<file path="src/design/jse_pkg.sv">
// Shared types, constants and helper functions for the JSON string escaper.
// No dependencies.
package jse_pkg;

  localparam int COUNT_BITS_DEF = 16;
  localparam int SEGS           = 4;
  localparam logic [15:0] CAP_RESET = 16'd256;

  localparam logic [7:0] CH_BSLASH = 8'h5C;
  localparam logic [7:0] CH_U      = 8'h75;
  localparam logic [7:0] CH_ZERO   = 8'h30;

  typedef struct packed {
    logic [7:0] in_byte;
    logic       end_of_input;
  } in_item_t;

  typedef struct packed {
    logic [7:0] out_byte;
    logic       last_of_run;
  } out_item_t;

  // One output segment: a literal byte, a backslash pair or a \u00xx escape
  typedef enum logic [1:0] {
    SEG_LIT,
    SEG_PAIR,
    SEG_UESC
  } seg_kind_t;

  typedef struct packed {
    logic       present;
    seg_kind_t  kind;
    logic [7:0] data;
  } seg_t;

  // UTF-8 hold state and stop flag
  typedef struct packed {
    logic [2:0][7:0] held;
    logic [1:0]      held_cnt;
    logic [2:0]      seq_len;
    logic            stopped;
  } hold_state_t;

  function automatic logic [7:0] hex_char(input logic [3:0] n);
    hex_char = (n < 4'd10) ? (8'h30 + {4'h0, n}) : (8'h57 + {4'h0, n});
  endfunction

  // Expected sequence length of a UTF-8 lead, zero if not a lead
  function automatic logic [2:0] lead_len(input logic [7:0] b);
    if ((b & 8'hE0) == 8'hC0) begin
      lead_len = 3'd2;
    end else if ((b & 8'hF0) == 8'hE0) begin
      lead_len = 3'd3;
    end else if ((b & 8'hF8) == 8'hF0) begin
      lead_len = 3'd4;
    end else begin
      lead_len = 3'd0;
    end
  endfunction

  // {hit, second char of the backslash pair}
  function automatic logic [8:0] esc_char(input logic [7:0] b);
    case (b)
      8'h27:   esc_char = {1'b1, 8'h27};
      8'h22:   esc_char = {1'b1, 8'h22};
      8'h2F:   esc_char = {1'b1, 8'h2F};
      8'h5C:   esc_char = {1'b1, 8'h5C};
      8'h08:   esc_char = {1'b1, 8'h62};
      8'h0C:   esc_char = {1'b1, 8'h66};
      8'h0A:   esc_char = {1'b1, 8'h6E};
      8'h0D:   esc_char = {1'b1, 8'h72};
      8'h09:   esc_char = {1'b1, 8'h74};
      default: esc_char = 9'h000;
    endcase
  endfunction

  function automatic logic [2:0] seg_len(input seg_kind_t k);
    case (k)
      SEG_LIT:  seg_len = 3'd1;
      SEG_PAIR: seg_len = 3'd2;
      SEG_UESC: seg_len = 3'd6;
      default:  seg_len = 3'd1;
    endcase
  endfunction

endpackage

</file>
<file path="src/design/json_string_escaper.sv">
// An accepted item is held in the input register, then decoded into the result buffer.
// Throughput: one item per cycle while each item gives at most one byte and the result
// channel is not stalled; an item that gives n bytes (up to 24) holds the result buffer
// until all are sent, the result channel carrying one byte per cycle when not stalled.
// Reset (synchronous, active low): clears held bytes, count and stop flag; the
// capacity register returns to 256.
module json_string_escaper #(
  parameter int COUNT_BITS = jse_pkg::COUNT_BITS_DEF
) (
  input  logic               clk,
  input  logic               rst_n,
  input  logic               in_valid,
  output logic               in_stall,
  input  jse_pkg::in_item_t  in_item,
  output logic               out_valid,
  input  logic               out_stall,
  output jse_pkg::out_item_t out_item,
  input  logic               cfg_valid,
  output logic               cfg_ready,
  input  logic [15:0]        cfg_data
);
  import jse_pkg::*;

  in_item_t              in_r, in_nxt;
  logic                  in_full_r, in_full_nxt;
  hold_state_t           st_r, st_nxt;
  logic [COUNT_BITS-1:0] cnt_r, cnt_nxt;
  logic [15:0]           cap_r, cap_nxt;

  seg_t [3:0]            segs;
  logic                  any_out;
  logic                  ser_ready;
  logic                  adv;
  logic                  step;
  logic                  in_acc;

  jse_decode #(
    .COUNT_BITS (COUNT_BITS)
  ) u_decode (
    .item    (in_r),
    .st      (st_r),
    .cnt     (cnt_r),
    .cap     (cap_r),
    .segs    (segs),
    .any_out (any_out),
    .st_nxt  (st_nxt),
    .cnt_nxt (cnt_nxt)
  );

  jse_serial u_serial (
    .clk       (clk),
    .rst_n     (rst_n),
    .load      (step && any_out),
    .segs      (segs),
    .ready     (ser_ready),
    .out_valid (out_valid),
    .out_stall (out_stall),
    .out_item  (out_item)
  );

  // items with no result bytes move on without the result buffer
  assign adv       = !any_out || ser_ready;
  assign step      = in_full_r && adv;
  assign in_stall  = in_full_r && !adv;
  assign in_acc    = in_valid && !in_stall;
  assign cfg_ready = 1'b1;

  always_comb begin
    in_nxt      = in_acc ? in_item : in_r;
    in_full_nxt = in_acc ? 1'b1 : (step ? 1'b0 : in_full_r);
    cap_nxt     = cfg_valid ? cfg_data : cap_r;
  end

  always_ff @(posedge clk) begin
    if (!rst_n) begin
      in_full_r <= 1'b0;
      st_r      <= '0;
      cnt_r     <= '0;
      cap_r     <= CAP_RESET;
    end else begin
      in_full_r <= in_full_nxt;
      cap_r     <= cap_nxt;
      if (step) begin
        st_r  <= st_nxt;
        cnt_r <= cnt_nxt;
      end
    end
  end

  always_ff @(posedge clk) begin
    in_r <= in_nxt;
  end

endmodule

</file>
<file path="src/design/jse_decode.sv">
// Combinational decode of one item: builds up to four output segments,
// applies the capacity checks and works out the next hold state and count. Uses jse_pkg.
module jse_decode #(
  parameter int COUNT_BITS = 16
) (
  input  jse_pkg::in_item_t           item,
  input  jse_pkg::hold_state_t        st,
  input  logic [COUNT_BITS-1:0]       cnt,
  input  logic [15:0]                 cap,
  output jse_pkg::seg_t [3:0]         segs,
  output logic                        any_out,
  output jse_pkg::hold_state_t        st_nxt,
  output logic [COUNT_BITS-1:0]       cnt_nxt
);
  import jse_pkg::*;

  localparam int CW = ((COUNT_BITS > 16) ? COUNT_BITS : 16) + 1;
  localparam logic [CW-1:0] MARGIN = CW'(8);

  typedef struct packed {
    logic       valid;
    logic       check;
    logic       emit;
    seg_kind_t  kind;
    logic [7:0] data;
  } op_t;

  logic [7:0]          b;
  logic                fin;
  logic                is_cont;
  logic                nul;
  logic                seq_path;
  logic                complete;
  logic                store;
  logic [2:0]          llen;
  logic [8:0]          esc;
  op_t                 bop;
  op_t [3:0]           ops;
  logic [COUNT_BITS-1:0] c;
  logic [COUNT_BITS:0] sum;
  logic                dead;
  logic                stop_hit;

  always_comb begin
    b        = item.in_byte;
    fin      = item.end_of_input;
    is_cont  = (b[7:6] == 2'b10);
    nul      = (b == 8'h00);
    llen     = lead_len(b);
    esc      = esc_char(b);
    seq_path = (st.held_cnt != 2'd0) && is_cont;
    complete = seq_path && (({1'b0, st.held_cnt} + 3'd1) >= st.seq_len);
    store    = seq_path && !complete;

    // operation for the current byte, placed after any held bytes
    bop      = '0;
    bop.data = b;
    if (nul) begin
      bop.valid = 1'b0;
    end else if (complete) begin
      bop.valid = 1'b1;
      bop.emit  = 1'b1;
      bop.kind  = SEG_LIT;
    end else if (store) begin
      // held continuation only escaped when the string ends here
      bop.valid = fin;
      bop.check = 1'b1;
      bop.emit  = 1'b1;
      bop.kind  = SEG_UESC;
    end else begin
      bop.valid = 1'b1;
      bop.check = 1'b1;
      if (llen != 3'd0) begin
        bop.emit = fin;
        bop.kind = SEG_UESC;
      end else begin
        bop.emit = 1'b1;
        if (b[7]) begin
          bop.kind = SEG_UESC;
        end else if (esc[8]) begin
          bop.kind = SEG_PAIR;
          bop.data = esc[7:0];
        end else if (b <= 8'h1F || b == 8'h7F) begin
          bop.kind = SEG_UESC;
        end else begin
          bop.kind = SEG_LIT;
        end
      end
    end
    bop.valid = bop.valid && !st.stopped;

    ops = '0;
    for (int i = 0; i < 3; i++) begin
      if (2'(i) < st.held_cnt) begin
        ops[i].valid = !st.stopped && !(store && !fin);
        ops[i].check = !complete && (i != 0);
        ops[i].emit  = 1'b1;
        ops[i].kind  = complete ? SEG_LIT : SEG_UESC;
        ops[i].data  = st.held[i];
      end
    end
    ops[st.held_cnt] = bop;

    // walk the operations; a failed room check stops and drops the rest
    c        = cnt;
    dead     = 1'b0;
    stop_hit = 1'b0;
    sum      = '0;
    for (int i = 0; i < SEGS; i++) begin
      segs[i].present = 1'b0;
      segs[i].kind    = ops[i].kind;
      segs[i].data    = ops[i].data;
      if (ops[i].valid && !dead) begin
        if (ops[i].check && ((CW'(c) + MARGIN) > CW'(cap))) begin
          dead     = 1'b1;
          stop_hit = 1'b1;
        end else if (ops[i].emit) begin
          segs[i].present = 1'b1;
          sum = {1'b0, c} + (COUNT_BITS + 1)'(seg_len(ops[i].kind));
          c   = sum[COUNT_BITS] ? '1 : sum[COUNT_BITS-1:0];
        end
      end
    end
    any_out = segs[0].present | segs[1].present | segs[2].present | segs[3].present;

    st_nxt  = st;
    cnt_nxt = c;
    if (!st.stopped) begin
      if (nul) begin
        st_nxt.held_cnt = 2'd0;
        st_nxt.seq_len  = 3'd0;
        st_nxt.stopped  = 1'b1;
      end else if (complete) begin
        st_nxt.held_cnt = 2'd0;
        st_nxt.seq_len  = 3'd0;
      end else if (store) begin
        if (st.held_cnt != 2'd3) begin
          st_nxt.held[st.held_cnt] = b;
          st_nxt.held_cnt          = st.held_cnt + 2'd1;
        end
      end else if (stop_hit) begin
        st_nxt.held_cnt = 2'd0;
        st_nxt.seq_len  = 3'd0;
        st_nxt.stopped  = 1'b1;
      end else if (llen != 3'd0) begin
        st_nxt.held[0]  = b;
        st_nxt.held_cnt = 2'd1;
        st_nxt.seq_len  = llen;
      end else begin
        st_nxt.held_cnt = 2'd0;
        st_nxt.seq_len  = 3'd0;
      end
    end
    if (fin) begin
      st_nxt  = '0;
      cnt_nxt = '0;
    end
  end

endmodule

</file>
<file path="src/design/jse_serial.sv">
// Result buffer: holds one item's segments and sends them one byte per cycle
// while the output is not stalled. Uses jse_pkg.
module jse_serial (
  input  logic                  clk,
  input  logic                  rst_n,
  input  logic                  load,
  input  jse_pkg::seg_t [3:0]   segs,
  output logic                  ready,
  output logic                  out_valid,
  input  logic                  out_stall,
  output jse_pkg::out_item_t    out_item
);
  import jse_pkg::*;

  seg_t [3:0] seg_r, seg_nxt;
  logic       full_r, full_nxt;
  logic [1:0] seg_idx_r, seg_idx_nxt;
  logic [1:0] last_seg_r, last_seg_nxt;
  logic [2:0] byte_idx_r, byte_idx_nxt;

  seg_t       cur;
  logic       last_byte;
  logic       last_seg;
  logic       fire;
  logic       done;

  assign cur       = seg_r[seg_idx_r];
  assign last_byte = (byte_idx_r == (seg_len(cur.kind) - 3'd1));
  assign last_seg  = (seg_idx_r == last_seg_r);
  assign fire      = full_r && !out_stall;
  assign done      = fire && last_byte && last_seg;
  assign ready     = !full_r || done;
  assign out_valid = full_r;

  always_comb begin
    out_item.last_of_run = last_byte && last_seg;
    case (cur.kind)
      SEG_UESC: begin
        case (byte_idx_r)
          3'd0:    out_item.out_byte = CH_BSLASH;
          3'd1:    out_item.out_byte = CH_U;
          3'd4:    out_item.out_byte = hex_char(cur.data[7:4]);
          3'd5:    out_item.out_byte = hex_char(cur.data[3:0]);
          default: out_item.out_byte = CH_ZERO;
        endcase
      end
      SEG_PAIR: begin
        out_item.out_byte = (byte_idx_r == 3'd0) ? CH_BSLASH : cur.data;
      end
      default: out_item.out_byte = cur.data;
    endcase
  end

  always_comb begin
    seg_nxt      = seg_r;
    full_nxt     = full_r;
    seg_idx_nxt  = seg_idx_r;
    byte_idx_nxt = byte_idx_r;
    last_seg_nxt = last_seg_r;
    if (load) begin
      seg_nxt      = segs;
      full_nxt     = 1'b1;
      seg_idx_nxt  = 2'd0;
      byte_idx_nxt = 3'd0;
      // present segments form a prefix
      if (segs[3].present) begin
        last_seg_nxt = 2'd3;
      end else if (segs[2].present) begin
        last_seg_nxt = 2'd2;
      end else if (segs[1].present) begin
        last_seg_nxt = 2'd1;
      end else begin
        last_seg_nxt = 2'd0;
      end
    end else if (done) begin
      full_nxt = 1'b0;
    end else if (fire) begin
      if (last_byte) begin
        seg_idx_nxt  = seg_idx_r + 2'd1;
        byte_idx_nxt = 3'd0;
      end else begin
        byte_idx_nxt = byte_idx_r + 3'd1;
      end
    end
  end

  always_ff @(posedge clk) begin
    if (!rst_n) begin
      full_r     <= 1'b0;
      seg_idx_r  <= 2'd0;
      byte_idx_r <= 3'd0;
      last_seg_r <= 2'd0;
    end else begin
      full_r     <= full_nxt;
      seg_idx_r  <= seg_idx_nxt;
      byte_idx_r <= byte_idx_nxt;
      last_seg_r <= last_seg_nxt;
    end
  end

  always_ff @(posedge clk) begin
    seg_r <= seg_nxt;
  end

endmodule

</file>
<file path="config.mk">
export PLATFORM = sky130hd
export DESIGN_NAME = json_string_escaper
export DESIGN_NICKNAME = d
export VERILOG_FILES = /design/src/design/jse_pkg.sv /design/src/design/json_string_escaper.sv /design/src/design/jse_decode.sv /design/src/design/jse_serial.sv
export SDC_FILE = /design/constraint.sdc
export NUM_CORES = 1
export LEC_CHECK = 0
export CAP_MARGIN = 20
export CORE_ASPECT_RATIO = 0.9
export CORE_MARGIN = 3
export CORE_UTILIZATION = 36
export CTS_CLUSTER_DIAMETER = 40
export CTS_CLUSTER_SIZE = 28
export DETAILED_ROUTE_END_ITERATION = 10
export DONT_BUFFER_PORTS = 1
export PLACE_DENSITY = 0.53
export SYNTH_ARGS = -nofsm -noshare
export SYNTH_HDL_FRONTEND = slang
export SYNTH_SLANG_ARGS = --single-unit
</file>
<file path="constraint.sdc">
create_clock -name clk -period 35.6 [get_ports clk]
set_clock_uncertainty 0.15 [all_clocks]
set_input_delay 7.12 -clock clk [delete_from_list [all_inputs] [get_ports clk]]
set_output_delay 7.12 -clock clk [all_outputs]
set_load 0.005 [all_outputs]
</file>
==> flow_summary.toml <==
[sta]
relSlewSlack = 0.354
hold_violations = 0
setup-tns-final_ps = 0
period_share = 0.582
rsz0062_at_grt = "false"
fmax_mhz = 48.3
period_minus_slack_ps = 20700
worst_pin_slew_ps = 942
slew_violations = 0
setup_violations = 0

[floorplanning]
initial_core_util = 0.367
die_h_um = 175
core-area_sq_um = 31100
fp-row-count = 61
io_pins = 42
die-area_sq_um = 33800
die_w_um = 194

[placement]
hpwl_mm = 29.9
gp_congestion = 0.943
port_buffers = 0

[clocking]
cts_max_path_buffers = 2
clkLatencyLatePin_ps = 430
cts_sinks = 120
tritoncts = "yes"
cts_resized = 0
ctsHoldBuffers = 0
clkSlewWorstSetupHoldPaths_ps = 60
cts_made_buffers = 17
cts-root-buf = "clkbuf_16"
cts.htree.levels = 4
cts_setup_buffers = 0

[synthesis]
synth_cells = 1318
synth_edf_count = 49
synth-simple-area-share = 0.234
syn_avg_cell_area_sq_um = 8.64
yosys.area.top_type = "edfxtp_1"
synthXorXnorAreaFrac = 0.0530
synthTopCellsByCount = "nand2_1, ha_1, nor2_1"
syn-num-nets = 1451
synth-async-reset-ratio = 0
synth-seq-area-share = 0.254
synth_flop_cell = "dfxtp_1"
synth_most_common_cell = "nand2_1"
synth_area_sq_um = 11400
ys_types = 110
yosys-top-cells-area = "edfxtp_1, dfxtp_1, ha_1"
synth_top_family_by_area = "simple AND/OR/NAND/NOR gates"
synth_seq_cells = 120
yosys_warnings = 0
synth_compound_area_frac = 0.226
synth_top_area_share = 0.129
synth.mux.area_fraction = 0.0674
synth_adder_area_share = 0.117

[grt]
groute.usage.overall = 0.220
grt_pass1_vias = 9314
antenna_found_initial = 1
grt_first_pass_wirelength_mm = 58.1
grt_start_max_net_pins = 43
grt_overflow = 0

[flow_run]
maxCapViolCount = 0

[drt]
vias_per_cell = 5.87
wl_mm = 37.9
wl_per_cell_um = 22.2
drtPass1Iterations = 5
ant_nets = 0
dr.first_iter.drc_count = 1048
route.detailed.drc = 0
dr_total_vias = 10034

[setup_path]
worst_setup_path_end_kind = "output port"
crit_slowest_cell = "nor3_2"
max_stage_delay_ps = 700
worst_path_most_repeated_cell = "ha_1"
worstPathMaxFanout = 16
worst_ep_arrival_time_ps = 13430
path_class = "reg -> out"
startpoint_type = "register"
crit_required_ps = 28330

[run_status]
status = "finished clean"

[power]
ir_drop_uv = 23.3
combPwrFrac = 0.173
switchingPower_w = 0.000113
seqPwrFrac = 0.401
p_leak_nw = 4.61
p_int_w = 0.000269
switching_share = 0.296
pwr-share-clk = 0.426
power_density_nw_per_um2 = 31.2

[final_layout]
nets = 1418
drive_above_1_share = 0.112
final_util = 0.393
syn_to_final_growth_pct = 7.27
fillers = 3116

[hold_path]
min_path_type = "reg -> reg"
## kinds of logic (layout without fill, tap and decap cells)
| group | after synthesis | count (layout) |
|---|---|---|
| AOI/OAI and AO/OA | 341 | 341 |
| muxes | 63 | 63 |
| adders and majority gates | 104 | 104 |
| buffers and inverters | 128 | 108 |
| DFF | 120 | 120 |
| other | 1 | 2 |
| and+or+nand+nor | 492 | 492 |
| xor gates and xnor gates | 69 | 69 |
## cell type report
class	count	area (sq um)	area share
clock inverter	11	72.6	0.00594
antenna	1	2.50	0.000205
tap	409	512	0.0419
sequential	120	2890	0.237
timing repair buffer	9	65.1	0.00532
inverter	67	251	0.0206
multi-input combinational	1070	7950	0.650
clock buffer	21	475	0.0389
## final timing paths
path	start	to	slack, ps	depth (start not counted)
max	st_r[5]$_SDFFE_PN0P_	in_stall	14900	50
min reg2reg	st_r[2]$_SDFFE_PN0P_	st_r[2]$_SDFFE_PN0P_	300	2
min	st_r[2]$_SDFFE_PN0P_	st_r[2]$_SDFFE_PN0P_	300	2
max reg2reg	st_r[5]$_SDFFE_PN0P_	st_r[8]$_SDFFE_PN0P_	18310	67
## metrics by stage
step                hold slack, ps  area [sq um]  power (W)  setup WS, ps  cells
floorplan                      275         11400   0.000204         18020   1318
detailed placement             290         11700   0.000221         15620   1674
global placement               289         11700   0.000221         16030   1674
CTS                            304         12200   0.000384         15130   1706
global route                   316         12200   0.000399         13560   1707
finish                         302         12200   0.000382         14900   1708
## state kept, by name (all words and copies together) (netlist names)
name and flops:
u_serial.out_valid 1, u_serial.byte_idx_r 3, u_serial.seg_r 40, in_full_r 1, u_serial.seg_idx_r 2, st_r 30
cnt_r 16, cap_r 16, in_r 9, u_serial.last_seg_r 2
## power by group through the flow
stage | clock network [W] | logic, W | registers, W
2_1_floorplan | 0 | 0.0000504 | 0.000153
6_report | 0.000163 | 0.0000662 | 0.000153
5_1_grt | 0.000171 | 0.0000741 | 0.000154
3_5_place_dp | 0 | 0.0000652 | 0.000156
4_1_cts | 0.000165 | 0.0000657 | 0.000153
3_3_place_gp | 0 | 0.0000649 | 0.000156
## layout by cell type (no fill, tap or decap), drive strengths merged, types with 7 or more instances in the layout
master,count
inv,69
nand2,146
a31oi,15
and3,16
o21ai,84
mux2i,42
nand4,24
nand3,53
a2111oi,9
dfxtp,71
a22o,13
edfxtp,49
nand2b,13
a21boi,7
or3,10
ha,99
clkinv,7
nor4,15
o21a,20
nor2b,26
clkbuf,21
xor2,25
nor4b,7
o211ai,12
a21oi,63
xnor2,44
a21o,25
a211oi,17
or2,7
and2,33
buf,9
mux4,7
nor3,41
nor2,88
o31ai,13
mux2,14
## metal layers
layer  vias up  routed length, um  global-route usage
li1       4824                  -                   -
met4         0                401              0.0380
met5         -                  0                   0
met1      4785              18600               0.329
met2       396              15700               0.319
met3        29               3120              0.0602
## worst max-delay path, delay by kind of cell, from the launching register on
kind | cells | cell delay (ps)
AOI/OAI and AO/OA | 18 | 4980
xor gates and xnor gates | 2 | 400
adders and majority gates | 8 | 2530
buffers and inverters | 5 | 650
DFF | 1 | 590
and+or+nand+nor | 17 | 3890
(Power assumes the default switching activity.)
